### config.mk
export PLATFORM = sky130hd
export DESIGN_NAME = ipv4_receive_header_filter_unit
export DESIGN_NICKNAME = d
export VERILOG_FILES = /design/src/rtl/core/ihf_pkg.sv /design/src/rtl/core/ipv4_receive_header_filter_unit.sv /design/src/rtl/core/ihf_csr.sv /design/src/rtl/core/ihf_accum.sv /design/src/rtl/core/ihf_judge.sv
export SDC_FILE = /design/constraint.sdc
export NUM_CORES = 1
export LEC_CHECK = 0
export BUFFER_PORTS_ARGS = -buffer_cell sky130_fd_sc_hd__buf_2
export CAP_MARGIN = 0
export CORE_ASPECT_RATIO = 0.8
export CORE_MARGIN = 8
export CORE_UTILIZATION = 50
export DETAILED_ROUTE_END_ITERATION = 16
export GPL_TIMING_DRIVEN = 0
export PLACE_DENSITY = 0.69
export SKIP_CTS_REPAIR_TIMING = 1
export SYNTH_ARGS = -nofsm -noshare
export SYNTH_HDL_FRONTEND = slang
export SYNTH_SLANG_ARGS = --single-unit
### constraint.sdc
create_clock -name clock -period 23 [get_ports clock]
set_input_delay 4.6 -clock clock [delete_from_list [all_inputs] [get_ports clock]]
set_output_delay 4.6 -clock clock [all_outputs]
set_load 0.005 [all_outputs]
### src/rtl/core/ihf_pkg.sv
// ----------------------------------------------------------------------------
// IPv4 receive header filter package
// Types, codes and constants that the filter modules share.
// ----------------------------------------------------------------------------
package ihf_pkg;

   // Header and protocol constants.
   localparam logic [15:0] HDR_MIN_LEN  = 16'd20;
   localparam logic [7:0]  PROTO_ICMP   = 8'd1;
   localparam logic [7:0]  PROTO_TCP    = 8'd6;
   localparam logic [7:0]  PROTO_UDP    = 8'd17;
   localparam logic [31:0] BCAST_ALL    = 32'hFFFF_FFFF;
   localparam logic [15:0] FRAG_MASK    = 16'h3FFF;
   localparam logic [15:0] SUM_GOOD     = 16'hFFFF;
   localparam logic [15:0] COUNT_MAX    = 16'hFFFF;
   localparam logic [3:0]  VERSION_FOUR = 4'd4;
   localparam logic [3:0]  IHL_MIN      = 4'd5;

   // Configuration register layout.
   localparam int unsigned CSR_ADDR_W = 3;
   localparam logic        CSR_IDX_HOST_ADDR = 1'b0;
   localparam logic        CSR_IDX_NETMASK   = 1'b1;

   // Verdict codes.
   typedef enum logic [3:0] {
      VERDICT_ICMP        = 4'd0,
      VERDICT_UDP         = 4'd1,
      VERDICT_TCP         = 4'd2,
      VERDICT_NO_HANDLER  = 4'd3,
      VERDICT_SHORT       = 4'd4,
      VERDICT_VERSION_IHL = 4'd5,
      VERDICT_HDR_PAST    = 4'd6,
      VERDICT_TOTLEN      = 4'd7,
      VERDICT_FRAGMENT    = 4'd8,
      VERDICT_CHECKSUM    = 4'd9,
      VERDICT_NOT_ADDR    = 4'd10,
      VERDICT_NOT_LOCAL   = 4'd11
   } verdict_type;

   // Input transfer: one packet byte with its last-byte mark.
   typedef struct packed {
      logic [7:0] data_byte;
      logic       last_byte;
   } req_type;

   // Result transfer: one verdict per packet.
   typedef struct packed {
      verdict_type verdict;
      logic [7:0]  protocol;
      logic [31:0] src_ip;
      logic [31:0] dst_ip;
      logic [5:0]  header_len;
      logic [15:0] body_len;
   } rsp_type;

   // Per-packet header state captured while bytes arrive.
   typedef struct packed {
      logic [15:0] byte_count;
      logic [15:0] header_sum;
      logic [7:0]  held_byte;
      logic [7:0]  version_ihl;
      logic [15:0] total_len;
      logic [15:0] frag;
      logic [7:0]  proto;
      logic [31:0] source_addr;
      logic [31:0] dest_addr;
   } pkt_fields_type;

   // Configuration register values.
   typedef struct packed {
      logic [31:0] host_addr;
      logic [31:0] netmask;
   } cfg_type;

endpackage

### src/rtl/core/ipv4_receive_header_filter_unit.sv
// ----------------------------------------------------------------------------
// IPv4 receive header filter
// Validates an IPv4 header byte by byte and gives one verdict per packet.
// ----------------------------------------------------------------------------
// Usage:
// The req channel carries one packet byte per transfer with a last-byte mark;
// a byte can be taken on each clock while req_ready is high, at link rate.
// Bytes are counted (saturating at 65535), header fields are captured and the
// header checksum is summed as they arrive. The transfer of the last byte
// produces one result on the rsp channel: the verdict, protocol, addresses,
// header length and payload length. Other bytes produce no result.
// From the last byte's transfer to rsp_valid the finished header state goes
// through one snapshot register, then through the verdict logic into the
// result register. Throughput is one byte per cycle while req_ready is high,
// and a new packet may begin on the cycle after a last byte.
// When the receiver stalls, the result is held and one further finished
// packet waits in the snapshot register; req_ready drops only when both are
// full and the result is not being taken. Reset clears the packet state,
// both pipeline stages and the host address and netmask registers (offsets 0, 4).
// ----------------------------------------------------------------------------
module ipv4_receive_header_filter_unit (
   input  logic                          clock,
   input  logic                          reset,
   input  logic                          req_valid,
   output logic                          req_ready,
   input  ihf_pkg::req_type              req_data,
   output logic                          rsp_valid,
   input  logic                          rsp_ready,
   output ihf_pkg::rsp_type              rsp_data,
   input  logic                          psel,
   input  logic                          penable,
   input  logic                          pwrite,
   input  logic [ihf_pkg::CSR_ADDR_W-1:0] paddr,
   input  logic [31:0]                   pwdata,
   output logic [31:0]                   prdata,
   output logic                          pready
);
   import ihf_pkg::*;

   cfg_type        cfg;
   pkt_fields_type fields_next;
   pkt_fields_type snap_ff;
   pkt_fields_type snap_in;
   logic           snap_valid_ff;
   logic           snap_valid_in;
   rsp_type        judge_rsp;
   rsp_type        rsp_ff;
   rsp_type        rsp_in;
   logic           rsp_valid_ff;
   logic           rsp_valid_in;
   logic           req_take;
   logic           snap_load;
   logic           snap_advance;

   ihf_csr u_csr (
      .clock   (clock),
      .reset   (reset),
      .psel    (psel),
      .penable (penable),
      .pwrite  (pwrite),
      .paddr   (paddr),
      .pwdata  (pwdata),
      .prdata  (prdata),
      .pready  (pready),
      .cfg     (cfg)
   );

   ihf_accum u_accum (
      .clock       (clock),
      .reset       (reset),
      .take        (req_take),
      .req         (req_data),
      .fields_next (fields_next)
   );

   ihf_judge u_judge (
      .fields (snap_ff),
      .cfg    (cfg),
      .rsp    (judge_rsp)
   );

   // Flow control through the snapshot and result stages.
   assign snap_advance = snap_valid_ff && (!rsp_valid_ff || rsp_ready);
   assign req_ready    = !snap_valid_ff || snap_advance;
   assign req_take     = req_valid && req_ready;
   assign snap_load    = req_take && req_data.last_byte;

   // Snapshot of the finished header state on the last byte.
   always_comb begin
      snap_in       = snap_ff;
      snap_valid_in = snap_valid_ff;
      if (snap_load) begin
         snap_in       = fields_next;
         snap_valid_in = 1'b1;
      end else if (snap_advance) begin
         snap_valid_in = 1'b0;
      end
   end

   // Result register, loaded when the snapshot moves on.
   always_comb begin
      rsp_in       = rsp_ff;
      rsp_valid_in = rsp_valid_ff;
      if (snap_advance) begin
         rsp_in       = judge_rsp;
         rsp_valid_in = 1'b1;
      end else if (rsp_ready) begin
         rsp_valid_in = 1'b0;
      end
   end

   always_ff @(posedge clock) begin
      if (reset) begin
         snap_valid_ff <= 1'b0;
         rsp_valid_ff  <= 1'b0;
      end else begin
         snap_valid_ff <= snap_valid_in;
         rsp_valid_ff  <= rsp_valid_in;
      end
   end

   always_ff @(posedge clock) begin
      snap_ff <= snap_in;
      rsp_ff  <= rsp_in;
   end

   assign rsp_valid = rsp_valid_ff;
   assign rsp_data  = rsp_ff;

endmodule

### src/rtl/core/ihf_csr.sv
// ----------------------------------------------------------------------------
// IPv4 receive header filter configuration registers
// APB-style register file holding the local address and the netmask.
// ----------------------------------------------------------------------------
module ihf_csr (
   input  logic                          clock,
   input  logic                          reset,
   input  logic                          psel,
   input  logic                          penable,
   input  logic                          pwrite,
   input  logic [ihf_pkg::CSR_ADDR_W-1:0] paddr,
   input  logic [31:0]                   pwdata,
   output logic [31:0]                   prdata,
   output logic                          pready,
   output ihf_pkg::cfg_type              cfg
);
   import ihf_pkg::*;

   cfg_type cfg_ff;
   cfg_type cfg_in;
   logic    wr_en;
   logic    reg_idx;

   assign pready  = 1'b1;
   assign reg_idx = paddr[2];
   assign wr_en   = psel && penable && pwrite;

   // Register write in the access phase of a transfer.
   always_comb begin
      cfg_in = cfg_ff;
      if (wr_en) begin
         case (reg_idx)
            CSR_IDX_HOST_ADDR: cfg_in.host_addr = pwdata;
            CSR_IDX_NETMASK:   cfg_in.netmask   = pwdata;
            default:           cfg_in = cfg_ff;
         endcase
      end
   end

   always_ff @(posedge clock) begin
      if (reset) begin
         cfg_ff <= '0;
      end else begin
         cfg_ff <= cfg_in;
      end
   end

   // Read data follows the address.
   always_comb begin
      case (reg_idx)
         CSR_IDX_HOST_ADDR: prdata = cfg_ff.host_addr;
         CSR_IDX_NETMASK:   prdata = cfg_ff.netmask;
         default:           prdata = '0;
      endcase
   end

   assign cfg = cfg_ff;

endmodule

### src/rtl/core/ihf_accum.sv
// ----------------------------------------------------------------------------
// IPv4 receive header filter byte accumulator
// Counts packet bytes, captures header fields and keeps the header checksum.
// ----------------------------------------------------------------------------
module ihf_accum (
   input  logic                    clock,
   input  logic                    reset,
   input  logic                    take,
   input  ihf_pkg::req_type        req,
   output ihf_pkg::pkt_fields_type fields_next
);
   import ihf_pkg::*;

   pkt_fields_type fields_ff;
   pkt_fields_type fields_in;
   pkt_fields_type upd;
   logic [15:0]    idx;
   logic [7:0]     b;
   logic [5:0]     hlen;
   logic [16:0]    sum_wide;

   assign idx = fields_ff.byte_count;
   assign b   = req.data_byte;

   // Field capture and checksum update for the byte on the input.
   always_comb begin
      upd = fields_ff;
      if (idx == 16'd0) begin
         upd.version_ihl = b;
      end
      hlen = {upd.version_ihl[3:0], 2'b00};

      if (idx == 16'd2 || idx == 16'd3) begin
         upd.total_len = {fields_ff.total_len[7:0], b};
      end else if (idx == 16'd6 || idx == 16'd7) begin
         upd.frag = {fields_ff.frag[7:0], b};
      end else if (idx == 16'd9) begin
         upd.proto = b;
      end else if (idx >= 16'd12 && idx <= 16'd15) begin
         upd.source_addr = {fields_ff.source_addr[23:0], b};
      end else if (idx >= 16'd16 && idx <= 16'd19) begin
         upd.dest_addr = {fields_ff.dest_addr[23:0], b};
      end

      // Even bytes are held; odd bytes complete a word inside the header.
      sum_wide = {1'b0, fields_ff.header_sum} + {1'b0, fields_ff.held_byte, b};
      if (!idx[0]) begin
         upd.held_byte = b;
      end else if (idx < {10'd0, hlen}) begin
         upd.header_sum = sum_wide[15:0] + {15'd0, sum_wide[16]};
      end

      if (fields_ff.byte_count != COUNT_MAX) begin
         upd.byte_count = fields_ff.byte_count + 16'd1;
      end
   end

   // A packet's state clears once its last byte has been taken.
   always_comb begin
      fields_in = fields_ff;
      if (take) begin
         if (req.last_byte) begin
            fields_in = '0;
         end else begin
            fields_in = upd;
         end
      end
   end

   always_ff @(posedge clock) begin
      if (reset) begin
         fields_ff <= '0;
      end else begin
         fields_ff <= fields_in;
      end
   end

   assign fields_next = upd;

endmodule

### src/rtl/core/ihf_judge.sv
// ----------------------------------------------------------------------------
// IPv4 receive header filter verdict logic
// Runs the ordered header checks and the address filter on a finished packet.
// ----------------------------------------------------------------------------
module ihf_judge (
   input  ihf_pkg::pkt_fields_type fields,
   input  ihf_pkg::cfg_type        cfg,
   output ihf_pkg::rsp_type        rsp
);
   import ihf_pkg::*;

   logic [3:0]  ver;
   logic [3:0]  ihl;
   logic [5:0]  hlen;
   logic [15:0] hlen16;
   logic [15:0] len;
   logic [15:0] tot;
   logic [31:0] dst;
   logic [7:0]  prot;
   logic        accept;
   logic        to_local;

   assign ver      = fields.version_ihl[7:4];
   assign ihl      = fields.version_ihl[3:0];
   assign hlen     = {ihl, 2'b00};
   assign hlen16   = {10'd0, hlen};
   assign len      = fields.byte_count;
   assign tot      = fields.total_len;
   assign dst      = fields.dest_addr;
   assign prot     = fields.proto;
   assign to_local = (dst == cfg.host_addr);

   // Address filter: local, limited broadcast, unconfigured UDP, directed broadcast.
   always_comb begin
      accept = 1'b0;
      if (to_local || dst == BCAST_ALL) begin
         accept = 1'b1;
      end else if (cfg.host_addr == 32'd0 && prot == PROTO_UDP) begin
         accept = 1'b1;
      end else if (cfg.netmask != 32'd0
                   && (dst & cfg.netmask) == (cfg.host_addr & cfg.netmask)
                   && (dst | cfg.netmask) == BCAST_ALL) begin
         accept = 1'b1;
      end
   end

   // Ordered checks, then dispatch on the protocol.
   always_comb begin
      rsp.protocol    = prot;
      rsp.src_ip      = fields.source_addr;
      rsp.dst_ip      = dst;
      rsp.header_len  = hlen;
      rsp.body_len    = '0;
      if (len < HDR_MIN_LEN) begin
         rsp.verdict = VERDICT_SHORT;
      end else if (ver != VERSION_FOUR || ihl < IHL_MIN) begin
         rsp.verdict = VERDICT_VERSION_IHL;
      end else if (hlen16 > len) begin
         rsp.verdict = VERDICT_HDR_PAST;
      end else if (tot < hlen16 || tot > len) begin
         rsp.verdict = VERDICT_TOTLEN;
      end else if ((fields.frag & FRAG_MASK) != 16'd0) begin
         rsp.verdict = VERDICT_FRAGMENT;
      end else if (fields.header_sum != SUM_GOOD) begin
         rsp.verdict = VERDICT_CHECKSUM;
      end else if (!accept) begin
         rsp.verdict = VERDICT_NOT_ADDR;
      end else if ((prot == PROTO_ICMP || prot == PROTO_TCP) && !to_local) begin
         rsp.verdict = VERDICT_NOT_LOCAL;
      end else begin
         rsp.body_len = tot - hlen16;
         if (prot == PROTO_ICMP) begin
            rsp.verdict = VERDICT_ICMP;
         end else if (prot == PROTO_UDP) begin
            rsp.verdict = VERDICT_UDP;
         end else if (prot == PROTO_TCP) begin
            rsp.verdict = VERDICT_TCP;
         end else begin
            rsp.verdict = VERDICT_NO_HANDLER;
         end
      end
   end

endmodule

==> flow_summary.ini <==
[cts]
cts.sinks = 454
clk_transition_reported_paths_ps = 60
cts_max_level = 2
numCtsBuffers = 44
clk_path_buf_depth = 3
root_buffer = clkbuf_16
insertion_delay_ps = 570
cts_tree = built

[critical_path]
crit_path_top_delay_cell = clkbuf_1
crit_required_ps = 18400
reg2regPathDepth = 15
critical_path_class = input pin to output pin
ff2ff_setup_slack_ps = 18440
rr_startpoint = u_accum.idx[15]
arrival_ps = 6100
cp_common_cell = clkbuf_1
crit_path_start_kind = input pin
crit_family = buffers and inverters
path_buf_inv = 3
crit_fanout = 10
r2r-end = u_accum.fields_ff[131]
crit_path_end_kind = output pin
cpPeakStageDelay_ps = 540
crit_path_cell_trace = clkbuf_1 > clkbuf_1 > mux2_2 > buf_2

[synth]
synthFlopType = edfxtp_1
ys_ff_latch = 454
synth_cell_type_count = 86
yosys_warnings = 0
syn-instance-count = 1817
synth_edf_count = 238
synth_seq_area_share = 0.5633
avgSynthCellArea_sq_um = 11.21
ys_async_sr_fraction = 0
syn_area_sq_um = 20360

[global_route]
antenna_found_initial = 0
grt_max_degree = 100
first_global_vias = 15201
grt_usage = 0.2328
grt_pass1_wl_um = 88280
grt.overflow.total = 0

[hold_path]
worstHoldPathType = flip-flop to flip-flop
hold_path.startpoint = snap_ff[43]
holdPathStages = 0
hold_end = rsp_data[65]

[route]
detail_route.vias_per_cell = 5.941
ant_nets = 0
drt_iter0_markers = 1577
avgRoutedWirePerCell_um = 21.89
drt_wl_total_um = 57410
firstDrtPassIters = 6
drc = 0
vias = 15583

[die]
die_area_sq_um = 47480
die-height_um = 196.5
io_pins = 184
die_width_um = 241.6
core-area_sq_um = 40380
start_util = 0.5043
rows = 66

[timing]
hold_viol_final = 0
skew_ps = 14.26
hold_ws_ps = 417.1
worst_pin_slew_ps = 876.7
max_clock_freq_ghz = 0.09344
timing.setup.tns_ps = 0
relSlewSlack = 0.4141
fin_crit_ps = 10700
slew_viol_final = 0
fin_ws_ps = 12300
setup_viol = 0
rsz0062_at_grt = no
min_period_over_period = 0.4653

[layout]
fill_cells = 3398
nets = 2144
area_delta_synth_final_pct = 15.47
layout-drive-gt1-share = 0.2160
fin_util = 0.5823
finalInstanceArea_sq_um = 23520
diodes = 0
final_cells = 2623

[outcome]
outcome = complete, no violations

[power_and_ir_drop]
totalPowerFinal_mw = 1.727
ir_drop_v = 0.00004853
power_leakage_nw = 8.807
power_density_nw_per_um2 = 73.42

[place]
numPlacedInstances = 2542
dp.final_hpwl_um = 41940
post-place-ws_ps = 12310
dpl_cell_area_sq_um = 22040
gp_congestion = 0.9438
port_buffers = 176

[job]
drv_cap = 0
worst register-to-register path: stages, from the launching register on:
cell and delay, ps:
dfxtp_1 380, nor4_1 490, and4_1 320, and3b_1 160, buf_2 150, clkbuf_1 420, mux2i_1 320, ha_1 210
nor2_1 50, and3_1 180, a211oi_1 390, a31oi_2 250, buf_2 260, o21ai_0 600, nand2_1 130, a21oi_1 160
area by class of cell:
type                            instances  area (sq um)  area share
Clock buffer                           60          1231     0.05236
Timing Repair Buffer                  180         975.9     0.04150
Tap cell                              544         680.7     0.02895
Multi-Input combinational cell       1208          8244      0.3506
Inverter                               55         211.5    0.008992
Sequential cell                       454         11470      0.4878
Clock inverter                         21         242.7     0.01032
Buffer                                101         457.9     0.01947
synthesized netlist by cell type (4+ instances only):
cell type	number	area, sq um
a211oi_1	9	67.56
a21o_1	13	97.59
a21oi_1	95	475.5
a22oi_1	144	1081
a2bb2oi_1	4	35.03
a31oi_1	8	50.05
and3_1	17	106.4
and4_1	8	70.07
buf_1	10	37.54
buf_2	9	45.04
buf_4	4	30.03
clkbuf_1	72	270.3
dfxtp_1	216	4324
edfxtp_1	238	7147
ha_1	47	588.1
inv_1	55	206.5
mux2_2	148	1667
nand2_1	163	611.8
nand2b_1	8	50.05
nand3_1	19	95.09
nand3b_1	4	30.03
nand4_1	33	206.5
nor2_1	182	683.2
nor2b_1	11	68.82
nor3_1	35	175.2
nor4_1	36	225.2
o211ai_1	4	30.03
o21a_1	8	60.06
o21ai_0	31	155.2
o22ai_1	19	118.9
or2_2	6	37.54
or4_1	6	45.04
xnor2_1	41	359.1
xor2_1	31	271.5
worst max path at each step:
stage	startpoint	end	slack [ps]	cells past startpoint
global placement	rsp_ready	rsp_data[90]	7460	3
CTS	paddr[2]	prdata[2]	12340	4
floorplan	rsp_ready	rsp_data[0]	10700	2
finish	paddr[2]	prdata[10]	12300	4
global route	paddr[2]	prdata[3]	12280	4
detailed placement	paddr[2]	prdata[10]	12310	4
state kept, by name, indices dropped and copies added, names as in the netlist:
signal,flops
rsp_data,96
u_accum.idx,16
snap_ff,142
snap_valid_ff,1
u_accum.fields_ff,134
u_csr.cfg,64
rsp_valid,1
placed cells by master (no fill, tap or decap), types with 33 or more instances in the layout:
| master | Yosys | routed |
|---|---|---|
| ha_1 | 47 | 47 |
| dfxtp_1 | 216 | 216 |
| nor3_1 | 35 | 35 |
| a22oi_1 | 144 | 144 |
| inv_1 | 55 | 54 |
| mux2_2 | 148 | 148 |
| nand2_1 | 163 | 163 |
| clkbuf_16 | 0 | 44 |
| nor2_1 | 182 | 182 |
| a21oi_1 | 95 | 95 |
| buf_2 | 9 | 185 |
| edfxtp_1 | 238 | 238 |
| clkbuf_1 | 72 | 81 |
| xnor2_1 | 41 | 41 |
| nor4_1 | 36 | 36 |
| nand4_1 | 33 | 33 |
routing by layer:
metal  GRT usage  up-vias  routed length, um
li1            -     7187                  -
met5           0        -                  0
met4     0.06104        0               1214
met2      0.3637      670              25630
met1      0.3321     7634              25860
met3     0.04234       92               4696
kinds of logic (layout without fill, tap and decap cells):
kind of cell / Yosys count / in the layout / share of synthesized area
multiplexers: 152 / 152 / 0.08387
buffers and inverters: 156 / 417 / 0.03262
adder cells (fa/ha/maj): 49 / 49 / 0.03084
other: 2 / 3 / 0.0003688
AND/OR/NAND/NOR: 561 / 561 / 0.1333
AO/OA/AOI/OAI: 371 / 371 / 0.1248
flip-flops: 454 / 454 / 0.5633
XOR/XNOR: 72 / 72 / 0.03097
power by group:
group | internal, mW | leakage, nW | switching [mW]
clock network | 0.423 | 0.727 | 0.312
registers | 0.870 | 3.97 | 0.0163
logic | 0.0358 | 4.11 | 0.0691
total | 1.33 | 8.81 | 0.398
Note: power is estimated with default switching activity, not from simulation.
